**src/rtl/adpa_pkg.sv**
```systemverilog
// Shared opcodes, shifter codes and stage word types for the data-processing ALU.
package adpa_pkg;

    localparam logic [3:0] OP_AND = 4'h0;
    localparam logic [3:0] OP_EOR = 4'h1;
    localparam logic [3:0] OP_SUB = 4'h2;
    localparam logic [3:0] OP_RSB = 4'h3;
    localparam logic [3:0] OP_ADD = 4'h4;
    localparam logic [3:0] OP_ADC = 4'h5;
    localparam logic [3:0] OP_SBC = 4'h6;
    localparam logic [3:0] OP_RSC = 4'h7;
    localparam logic [3:0] OP_TST = 4'h8;
    localparam logic [3:0] OP_TEQ = 4'h9;
    localparam logic [3:0] OP_CMP = 4'ha;
    localparam logic [3:0] OP_CMN = 4'hb;
    localparam logic [3:0] OP_ORR = 4'hc;
    localparam logic [3:0] OP_MOV = 4'hd;
    localparam logic [3:0] OP_BIC = 4'he;
    localparam logic [3:0] OP_MVN = 4'hf;

    localparam logic [1:0] ST_LSL = 2'd0;
    localparam logic [1:0] ST_LSR = 2'd1;
    localparam logic [1:0] ST_ASR = 2'd2;
    localparam logic [1:0] ST_ROR = 2'd3;

    localparam logic [2:0] SK_PASS = 3'd0;
    localparam logic [2:0] SK_LSL  = 3'd1;
    localparam logic [2:0] SK_LSR  = 3'd2;
    localparam logic [2:0] SK_ASR  = 3'd3;
    localparam logic [2:0] SK_ROR  = 3'd4;
    localparam logic [2:0] SK_RRX  = 3'd5;
    localparam logic [2:0] SK_ZERO = 3'd6;
    localparam logic [2:0] SK_SIGN = 3'd7;

    localparam logic [3:0] RD_PC = 4'hf;

    typedef struct packed {
        logic n;
        logic z;
        logic c;
        logic v;
    } flags_t;

    typedef struct packed {
        logic [31:0] value;
        logic [4:0]  amount;
        logic [2:0]  kind;
        logic        fixed_carry;
        logic [3:0]  opcode;
        logic        set;
        logic [3:0]  rd;
        logic [31:0] op1;
        flags_t      flags;
    } sh_req_t;

    typedef struct packed {
        logic [31:0] op2;
        logic        shift_carry;
        logic [3:0]  opcode;
        logic        set;
        logic [3:0]  rd;
        logic [31:0] op1;
        flags_t      flags;
    } alu_req_t;

    typedef struct packed {
        logic [31:0] result;
        logic [3:0]  rd;
        logic        write;
        logic        is_pc;
        flags_t      flags;
    } result_t;

endpackage

```
**src/rtl/adpa_decode.sv**
```systemverilog
// Stage one: instruction decode and classification of the operand 2 shift.
module adpa_decode
    import adpa_pkg::*;
(
    input  logic        clk,
    input  logic        rst_n,
    input  logic        in_valid,
    input  logic        advance,
    input  logic [31:0] instruction,
    input  logic [31:0] first_value,
    input  logic [31:0] second_value,
    input  logic [31:0] shift_value,
    input  flags_t      flags_in,
    output logic        out_valid,
    output sh_req_t     out_word
);

    logic    valid_reg;
    sh_req_t word_reg;
    sh_req_t word_next;
    logic [4:0] rot;
    logic [7:0] rs8;
    logic [4:0] imm_amt;
    logic [1:0] stype;

    assign rot     = {instruction[11:8], 1'b0};
    assign rs8     = shift_value[7:0];
    assign imm_amt = instruction[11:7];
    assign stype   = instruction[6:5];

    always_comb
    begin
        word_next.opcode      = instruction[24:21];
        word_next.set         = instruction[20];
        word_next.rd          = instruction[15:12];
        word_next.op1         = first_value;
        word_next.flags       = flags_in;
        word_next.value       = second_value;
        word_next.amount      = imm_amt;
        word_next.kind        = SK_PASS;
        word_next.fixed_carry = flags_in.c;
        if (instruction[25])
        begin
            word_next.value  = {24'd0, instruction[7:0]};
            word_next.amount = rot;
            word_next.kind   = (rot == 5'd0) ? SK_PASS : SK_ROR;
        end
        else if (instruction[4])
        begin
            word_next.amount = rs8[4:0];
            if (rs8 != 8'd0)
            begin
                case (stype)
                    ST_LSL:
                    begin
                        if (rs8[7:5] == 3'd0)
                        begin
                            word_next.kind = SK_LSL;
                        end
                        else
                        begin
                            word_next.kind        = SK_ZERO;
                            word_next.fixed_carry = (rs8 == 8'd32) & second_value[0];
                        end
                    end
                    ST_LSR:
                    begin
                        if (rs8[7:5] == 3'd0)
                        begin
                            word_next.kind = SK_LSR;
                        end
                        else
                        begin
                            word_next.kind        = SK_ZERO;
                            word_next.fixed_carry = (rs8 == 8'd32) & second_value[31];
                        end
                    end
                    ST_ASR:
                    begin
                        word_next.kind = (rs8[7:5] == 3'd0) ? SK_ASR : SK_SIGN;
                    end
                    default:
                    begin
                        if (rs8[4:0] == 5'd0)
                        begin
                            word_next.kind        = SK_PASS;
                            word_next.fixed_carry = second_value[31];
                        end
                        else
                        begin
                            word_next.kind = SK_ROR;
                        end
                    end
                endcase
            end
        end
        else if (imm_amt == 5'd0)
        begin
            case (stype)
                ST_LSL:
                begin
                    word_next.kind = SK_PASS;
                end
                ST_LSR:
                begin
                    word_next.kind        = SK_ZERO;
                    word_next.fixed_carry = second_value[31];
                end
                ST_ASR:
                begin
                    word_next.kind = SK_SIGN;
                end
                default:
                begin
                    word_next.kind = SK_RRX;
                end
            endcase
        end
        else
        begin
            case (stype)
                ST_LSL:  word_next.kind = SK_LSL;
                ST_LSR:  word_next.kind = SK_LSR;
                ST_ASR:  word_next.kind = SK_ASR;
                default: word_next.kind = SK_ROR;
            endcase
        end
    end

    always_ff @(posedge clk or negedge rst_n)
    begin
        if (!rst_n)
        begin
            valid_reg <= 1'b0;
        end
        else if (advance)
        begin
            valid_reg <= in_valid;
        end
    end

    always_ff @(posedge clk)
    begin
        if (advance && in_valid)
        begin
            word_reg <= word_next;
        end
    end

    assign out_valid = valid_reg;
    assign out_word  = word_reg;

endmodule

```
**src/rtl/adpa_shift.sv**
```systemverilog
// Stage two: barrel shifter that forms operand 2 and the shifter carry.
module adpa_shift
    import adpa_pkg::*;
(
    input  logic     clk,
    input  logic     rst_n,
    input  logic     in_valid,
    input  logic     advance,
    input  sh_req_t  in_word,
    output logic     out_valid,
    output alu_req_t out_word
);

    logic     valid_reg;
    alu_req_t word_reg;
    alu_req_t word_next;
    logic [4:0]  neg_amt;
    logic [4:0]  low_idx;
    logic [31:0] v;

    assign v       = in_word.value;
    assign neg_amt = 5'd0 - in_word.amount;
    assign low_idx = in_word.amount - 5'd1;

    always_comb
    begin
        word_next.opcode = in_word.opcode;
        word_next.set    = in_word.set;
        word_next.rd     = in_word.rd;
        word_next.op1    = in_word.op1;
        word_next.flags  = in_word.flags;
        case (in_word.kind)
            SK_LSL:
            begin
                word_next.op2         = v << in_word.amount;
                word_next.shift_carry = v[neg_amt];
            end
            SK_LSR:
            begin
                word_next.op2         = v >> in_word.amount;
                word_next.shift_carry = v[low_idx];
            end
            SK_ASR:
            begin
                word_next.op2         = 32'($signed(v) >>> in_word.amount);
                word_next.shift_carry = v[low_idx];
            end
            SK_ROR:
            begin
                word_next.op2         = (v >> in_word.amount) | (v << neg_amt);
                word_next.shift_carry = v[low_idx];
            end
            SK_RRX:
            begin
                word_next.op2         = {in_word.flags.c, v[31:1]};
                word_next.shift_carry = v[0];
            end
            SK_ZERO:
            begin
                word_next.op2         = 32'd0;
                word_next.shift_carry = in_word.fixed_carry;
            end
            SK_SIGN:
            begin
                word_next.op2         = {32{v[31]}};
                word_next.shift_carry = v[31];
            end
            default:
            begin
                word_next.op2         = v;
                word_next.shift_carry = in_word.fixed_carry;
            end
        endcase
    end

    always_ff @(posedge clk or negedge rst_n)
    begin
        if (!rst_n)
        begin
            valid_reg <= 1'b0;
        end
        else if (advance)
        begin
            valid_reg <= in_valid;
        end
    end

    always_ff @(posedge clk)
    begin
        if (advance && in_valid)
        begin
            word_reg <= word_next;
        end
    end

    assign out_valid = valid_reg;
    assign out_word  = word_reg;

endmodule

```
**src/rtl/adpa_exec.sv**
```systemverilog
// Stage three: adder, logic operations and flag update, feeding the output register.
module adpa_exec
    import adpa_pkg::*;
(
    input  logic     clk,
    input  logic     rst_n,
    input  logic     in_valid,
    input  logic     advance,
    input  alu_req_t in_word,
    output logic     out_valid,
    output result_t  out_word
);

    logic    valid_reg;
    result_t word_reg;
    result_t word_next;
    logic [31:0] add_a;
    logic [31:0] add_b;
    logic        add_cin;
    logic [32:0] sum;
    logic [31:0] res;
    logic        logical;
    logic [31:0] op1;
    logic [31:0] op2;

    assign op1 = in_word.op1;
    assign op2 = in_word.op2;

    always_comb
    begin
        add_a   = op1;
        add_b   = op2;
        add_cin = 1'b0;
        case (in_word.opcode)
            OP_SUB, OP_CMP:
            begin
                add_b   = ~op2;
                add_cin = 1'b1;
            end
            OP_RSB:
            begin
                add_a   = op2;
                add_b   = ~op1;
                add_cin = 1'b1;
            end
            OP_ADC:
            begin
                add_cin = in_word.flags.c;
            end
            OP_SBC:
            begin
                add_b   = ~op2;
                add_cin = in_word.flags.c;
            end
            OP_RSC:
            begin
                add_a   = op2;
                add_b   = ~op1;
                add_cin = in_word.flags.c;
            end
            default:
            begin
                add_cin = 1'b0;
            end
        endcase
    end

    assign sum = {1'b0, add_a} + {1'b0, add_b} + {32'd0, add_cin};

    always_comb
    begin
        logical = 1'b1;
        case (in_word.opcode)
            OP_AND, OP_TST: res = op1 & op2;
            OP_EOR, OP_TEQ: res = op1 ^ op2;
            OP_ORR:         res = op1 | op2;
            OP_MOV:         res = op2;
            OP_BIC:         res = op1 & ~op2;
            OP_MVN:         res = ~op2;
            default:
            begin
                res     = sum[31:0];
                logical = 1'b0;
            end
        endcase
    end

    always_comb
    begin
        word_next.result = res;
        word_next.rd     = in_word.rd;
        word_next.write  = (in_word.opcode[3:2] != 2'b10);
        word_next.is_pc  = word_next.write && (in_word.rd == RD_PC);
        word_next.flags  = in_word.flags;
        if (in_word.set)
        begin
            word_next.flags.n = res[31];
            word_next.flags.z = (res == 32'd0);
            if (logical)
            begin
                word_next.flags.c = in_word.shift_carry;
            end
            else
            begin
                word_next.flags.c = sum[32];
                word_next.flags.v = (add_a[31] ^ res[31]) & (add_b[31] ^ res[31]);
            end
        end
    end

    always_ff @(posedge clk or negedge rst_n)
    begin
        if (!rst_n)
        begin
            valid_reg <= 1'b0;
        end
        else if (advance)
        begin
            valid_reg <= in_valid;
        end
    end

    always_ff @(posedge clk)
    begin
        if (advance && in_valid)
        begin
            word_reg <= word_next;
        end
    end

    assign out_valid = valid_reg;
    assign out_word  = word_reg;

endmodule

```
**src/rtl/arm_data_processing_alu_core.sv**
```systemverilog
// Top level of the ARM data-processing ALU with barrel shifter.
// The block takes one data-processing word per cycle while the output is not
// stalled; each word passes through decode, shift and ALU. The three register
// stages are decode, barrel shift and ALU, and the last one is the output
// register. Each stage moves on whenever it is empty or the stage after it
// moves, so bubbles close up and the input is stalled only when all three
// stages hold words and the output is stalled. Flags change only when the S
// bit is set, and TST, TEQ, CMP and CMN report their value without writing it.
module arm_data_processing_alu_core
    import adpa_pkg::*;
(
    input  logic        clk,
    input  logic        rst_n,
    input  logic        in_valid,
    output logic        in_stall,
    input  logic [31:0] instruction,
    input  logic [31:0] first_value,
    input  logic [31:0] second_value,
    input  logic [31:0] shift_value,
    input  logic        flag_n_in,
    input  logic        flag_z_in,
    input  logic        flag_c_in,
    input  logic        flag_v_in,
    output logic        out_valid,
    input  logic        out_stall,
    output logic [31:0] result,
    output logic [3:0]  dest_reg,
    output logic        write_result,
    output logic        dest_is_pc,
    output logic        flag_n_out,
    output logic        flag_z_out,
    output logic        flag_c_out,
    output logic        flag_v_out
);

    flags_t   flags_in;
    sh_req_t  s1_word;
    alu_req_t s2_word;
    result_t  s3_word;
    logic     s1_valid;
    logic     s2_valid;
    logic     s3_valid;
    logic     en1;
    logic     en2;
    logic     en3;

    assign flags_in = '{n: flag_n_in, z: flag_z_in, c: flag_c_in, v: flag_v_in};

    assign en3      = !s3_valid || !out_stall;
    assign en2      = !s2_valid || en3;
    assign en1      = !s1_valid || en2;
    assign in_stall = !en1;

    adpa_decode u_decode (
        .clk          (clk),
        .rst_n        (rst_n),
        .in_valid     (in_valid),
        .advance      (en1),
        .instruction  (instruction),
        .first_value  (first_value),
        .second_value (second_value),
        .shift_value  (shift_value),
        .flags_in     (flags_in),
        .out_valid    (s1_valid),
        .out_word     (s1_word)
    );

    adpa_shift u_shift (
        .clk       (clk),
        .rst_n     (rst_n),
        .in_valid  (s1_valid),
        .advance   (en2),
        .in_word   (s1_word),
        .out_valid (s2_valid),
        .out_word  (s2_word)
    );

    adpa_exec u_exec (
        .clk       (clk),
        .rst_n     (rst_n),
        .in_valid  (s2_valid),
        .advance   (en3),
        .in_word   (s2_word),
        .out_valid (s3_valid),
        .out_word  (s3_word)
    );

    assign out_valid    = s3_valid;
    assign result       = s3_word.result;
    assign dest_reg     = s3_word.rd;
    assign write_result = s3_word.write;
    assign dest_is_pc   = s3_word.is_pc;
    assign flag_n_out   = s3_word.flags.n;
    assign flag_z_out   = s3_word.flags.z;
    assign flag_c_out   = s3_word.flags.c;
    assign flag_v_out   = s3_word.flags.v;

    // The input is held back only when every stage is full and the output is blocked.
    assert property (@(posedge clk) disable iff (!rst_n)
        in_stall |-> (s1_valid && s2_valid && out_valid && out_stall))
        else $error("input stalled while the pipeline has room");

    // A word in stage one that moves on must show up in stage two.
    assert property (@(posedge clk) disable iff (!rst_n)
        (s1_valid && en2) |=> s2_valid)
        else $error("word lost between decode and shift stages");

    // A word in stage two that moves on must show up at the output.
    assert property (@(posedge clk) disable iff (!rst_n)
        (s2_valid && en3) |=> out_valid)
        else $error("word lost between shift and ALU stages");

    // A refetch is flagged only for a written result to the program counter.
    assert property (@(posedge clk) disable iff (!rst_n)
        (out_valid && dest_is_pc) |-> (write_result && (dest_reg == RD_PC)))
        else $error("refetch flagged without a write to the program counter");

endmodule

```
**config.mk**
```make
export PLATFORM = sky130hd
export DESIGN_NAME = arm_data_processing_alu_core
export DESIGN_NICKNAME = d
export VERILOG_FILES = /design/src/rtl/adpa_pkg.sv /design/src/rtl/adpa_decode.sv /design/src/rtl/adpa_shift.sv /design/src/rtl/adpa_exec.sv /design/src/rtl/arm_data_processing_alu_core.sv
export SDC_FILE = /design/constraint.sdc
export NUM_CORES = 1
export LEC_CHECK = 0
export BUFFER_PORTS_ARGS = -buffer_cell sky130_fd_sc_hd__clkbuf_2
export CAP_MARGIN = 25
export CORE_MARGIN = 10
export CORE_UTILIZATION = 32
export CTS_CLUSTER_DIAMETER = 40
export DETAILED_ROUTE_END_ITERATION = 12
export PLACE_DENSITY = 0.52
export SYNTH_ARGS = -nofsm -noshare
export SYNTH_HDL_FRONTEND = slang
export SYNTH_SLANG_ARGS = --single-unit
```
**constraint.sdc**
```tcl
create_clock -name clk -period 10.4 [get_ports clk]
set_input_delay 1.04 -clock clk [delete_from_list [all_inputs] [get_ports clk]]
set_output_delay 1.04 -clock clk [all_outputs]
set_load 0.02 [all_outputs]
```
==> run metrics <==
Final Hold Fails=0; Clock transition at path regs=0.05 ns; minimum clock period=6.24 ns; Synth top area share=0.339; Final setup viols=0; CTS Buf Count=36; CTS tree=built; largest net degree at the start of global routing=97; mux cell area share after synthesis=0.110; antenna viol nets, final=0; router iterations before antenna repair=6; kind of start point of the critical path=flop; Synth warnings=0; gp weighted congestion=1.03; most frequent cells in the layout=nand2_1 (281), o21ai_0 (209), edfxtp_1 (206), nor2_1 (197), a21oi_1 (156); cell row count=87; vias per inst=5.95; most common cell after layout, fill and taps aside=nand2_1; Mapped Avg Cell Area=8.45 um^2; final setup margin=4.16 ns; reg-to-reg endpoint=u_exec.out_word[2]; peak supply drop=0.000115 V; post-cts resize count=0; DRT iter0 DRCs=1833; Synth Cell Area=18200 um^2; initial antenna violation count=1; clock sink count=209; Cells after Synth=2159; DPL Wire Length=52900 um; WP data required=10.80 ns; Vias=17800; post-synth top area cell=edfxtp_1; f_max=0.160 GHz; Core Area=56400 um^2; post-synthesis compound-gate area fraction=0.254; max_cap viols=0; first-pass GRT wire length=108000 um; root buffer cell=clkbuf_16; r2r setup slk=4.16 ns; ys flop type=edfxtp_1; Slew @ Worst Pin=1.05 ns; vias in the first global route=17100; Worst Path Max Fanout=41; # port buffers=145; nets=2417; Critical R2R Launch=u_shift.out_word[41]; initial core utilization=0.324; largest cells by area after synthesis=edfxtp_1 (34%), nand2_1 (5.8%), o21ai_0 (5.7%); dpl ws=4.23 ns; Worst Skew=0.0463 ns; CP Class=reg2reg; FF+latch count, synth=209; Simple-Gate Fraction of Synth Area=0.174; Synth Area in Adders=0.0488; Hold Crit Class=in2async; die width=259 um; Boundary Pins=180; EDFF count, synth=206; total length of routed wires=72900 um; worst-skew pair later-pin latency=0.56 ns; H-tree Lvls=2; Remaining DRCs=0; ratio of cells with drive above 1 in the final layout=0.152; global route overflow=0; r2r worst-path depth=18; Lkg Pwr=8.18 nW; Hold Buf Count CTS=0; largest family of logic cells by synthesized area=compound AO/OA/AOI/OAI gates; relative slew slack=0.281; crit path DAT=6.64 ns; # Post-CTS Setup Buffers=0; drt wl/cell=24.3 um; Syn Nets=2365; Synth cell types=81; Max Buffers Root-to-Sink=3; area of the die=67000 um^2; Area Overhead vs Synth=14.2%; status=finished, final reports clean; die height=259 um; Tcrit/Tclk final=0.600; all-layer global routing usage=0.209; Max Slew Vio Count=0; ys async rst share=0.0144; pwr dens=182 nW/um^2; Synth Area in XOR/XNOR=0.0129; RSZ-0062 raised after global routing=no; sequential area share after synthesis=0.343; Worst setup EP type=flop; setup TNS=0 ns
## critical path, cell delays in order (launching register included)
cell	delay [ns]
edfxtp_1	0.76
buf_4	0.51
nand2_1	0.50
o21bai_2	0.32
nor2_1	0.06
a211oi_1	0.25
fa_1	0.34
inv_1	0.09
fa_1	0.49
a21o_1	0.25
a221o_1	0.41
a211oi_2	0.43
o21ai_1	0.15
xor2_1	0.16
a221o_1	0.34
or4_1	0.54
a211oi_2	0.24
nand4_1	0.13
o21ai_1	0.10
## area by class of cell
type                       count  area, um^2
fill                        5867       35600
antenna                        1        2.50
inverter                      96         360
timing repair buffer         189        1050
clock inverter                26         289
clock buffer                  39         912
sequential                   209        6260
tap                          756         946
multi-input combinational   1679       11000
## routing by layer
layer,part of all wire,wire (um),GRT usage
met5,0,0,0
met4,0.042,3030,0.0903
met3,0.081,5940,0.0382
met2,0.46,33300,0.337
met1,0.42,30600,0.270
## cells in the mapped netlist, types with 6 or more instances
library cell and number:
or3_1 6, o22a_1 6, a211oi_1 45, o221ai_1 18, nor4_1 12, o22ai_1 24, xnor2_1 10, nand4_1 17
nor2_1 198, o2111ai_1 10, buf_1 22, o32a_1 12, ha_1 68, nand3_1 37, buf_2 17, o21a_1 9
a22oi_1 13, clkbuf_1 134, nand2_1 281, a2111oi_0 13, a31oi_1 33, o211ai_1 22, o311ai_0 6, a211o_1 10
o31ai_1 8, edfxtp_1 206, a21oi_1 156, and3_1 14, and2_1 21, xor2_1 15, mux4_2 28, a221oi_1 25
a21o_1 34, o21ai_0 209, nor3_1 33, mux2_2 32, mux2i_1 102, or4_1 6, a21boi_0 12, nand2b_1 20
a221o_1 7, nor2b_1 38, inv_1 93
## power by group
part | switching, mW | internal (mW) | leakage (nW)
sequential | 0.113 | 1.07 | 2.04
combinational | 0.937 | 0.511 | 5.57
clock | 0.437 | 0.726 | 0.569
total | 1.49 | 2.31 | 8.18
## how the worst max path moves through the flow
stage          slack, ns  depth (start not counted)                 start                  to
3_3_place_gp        3.77                         18  u_shift.out_word[41]  u_exec.out_word[2]
6_report            4.16                         18  u_shift.out_word[41]  u_exec.out_word[2]
2_1_floorplan       5.13                         22  u_shift.out_word[44]  u_exec.out_word[2]
5_1_grt             3.63                         19  u_shift.out_word[41]  u_exec.out_word[2]
3_5_place_dp        4.23                         18  u_shift.out_word[41]  u_exec.out_word[2]
4_1_cts             4.18                         18  u_shift.out_word[41]  u_exec.out_word[2]
## sequential cells by signal, indices dropped and copies added, names as in the netlist
| register | flops |
|---|---|
| u_shift.out_valid | 1 |
| u_exec.out_valid | 1 |
| u_decode.out_valid | 1 |
| u_shift.out_word | 78 |
| u_decode.out_word | 86 |
| u_exec.out_word | 42 |
## stage by stage
step / cell area [um^2] / util / hold WS, ns / cells / total power [mW]
6_report: 20800 / 0.369 / 0.307 / 2995 / 3.79
5_1_grt: 20800 / 0.369 / 0.287 / 2994 / 3.99
4_1_cts: 20800 / 0.369 / 0.282 / 2994 / 3.80
3_5_place_dp: 19600 / 0.348 / 0.405 / 2929 / 2.61
3_3_place_gp: 19600 / 0.348 / 0.403 / 2928 / 2.59
2_1_floorplan: 18200 / - / 0.400 / 2159 / 2.14
## kinds of logic after synthesis
family / count (synthesis)
AOI/OAI and AO/OA: 716
xor gates and xnor gates: 26
adders and majority gates: 70
buffers and inverters: 271
DFF: 209
muxes: 162
and+or+nand+nor: 705
Note: power is estimated with default switching activity, not from simulation.
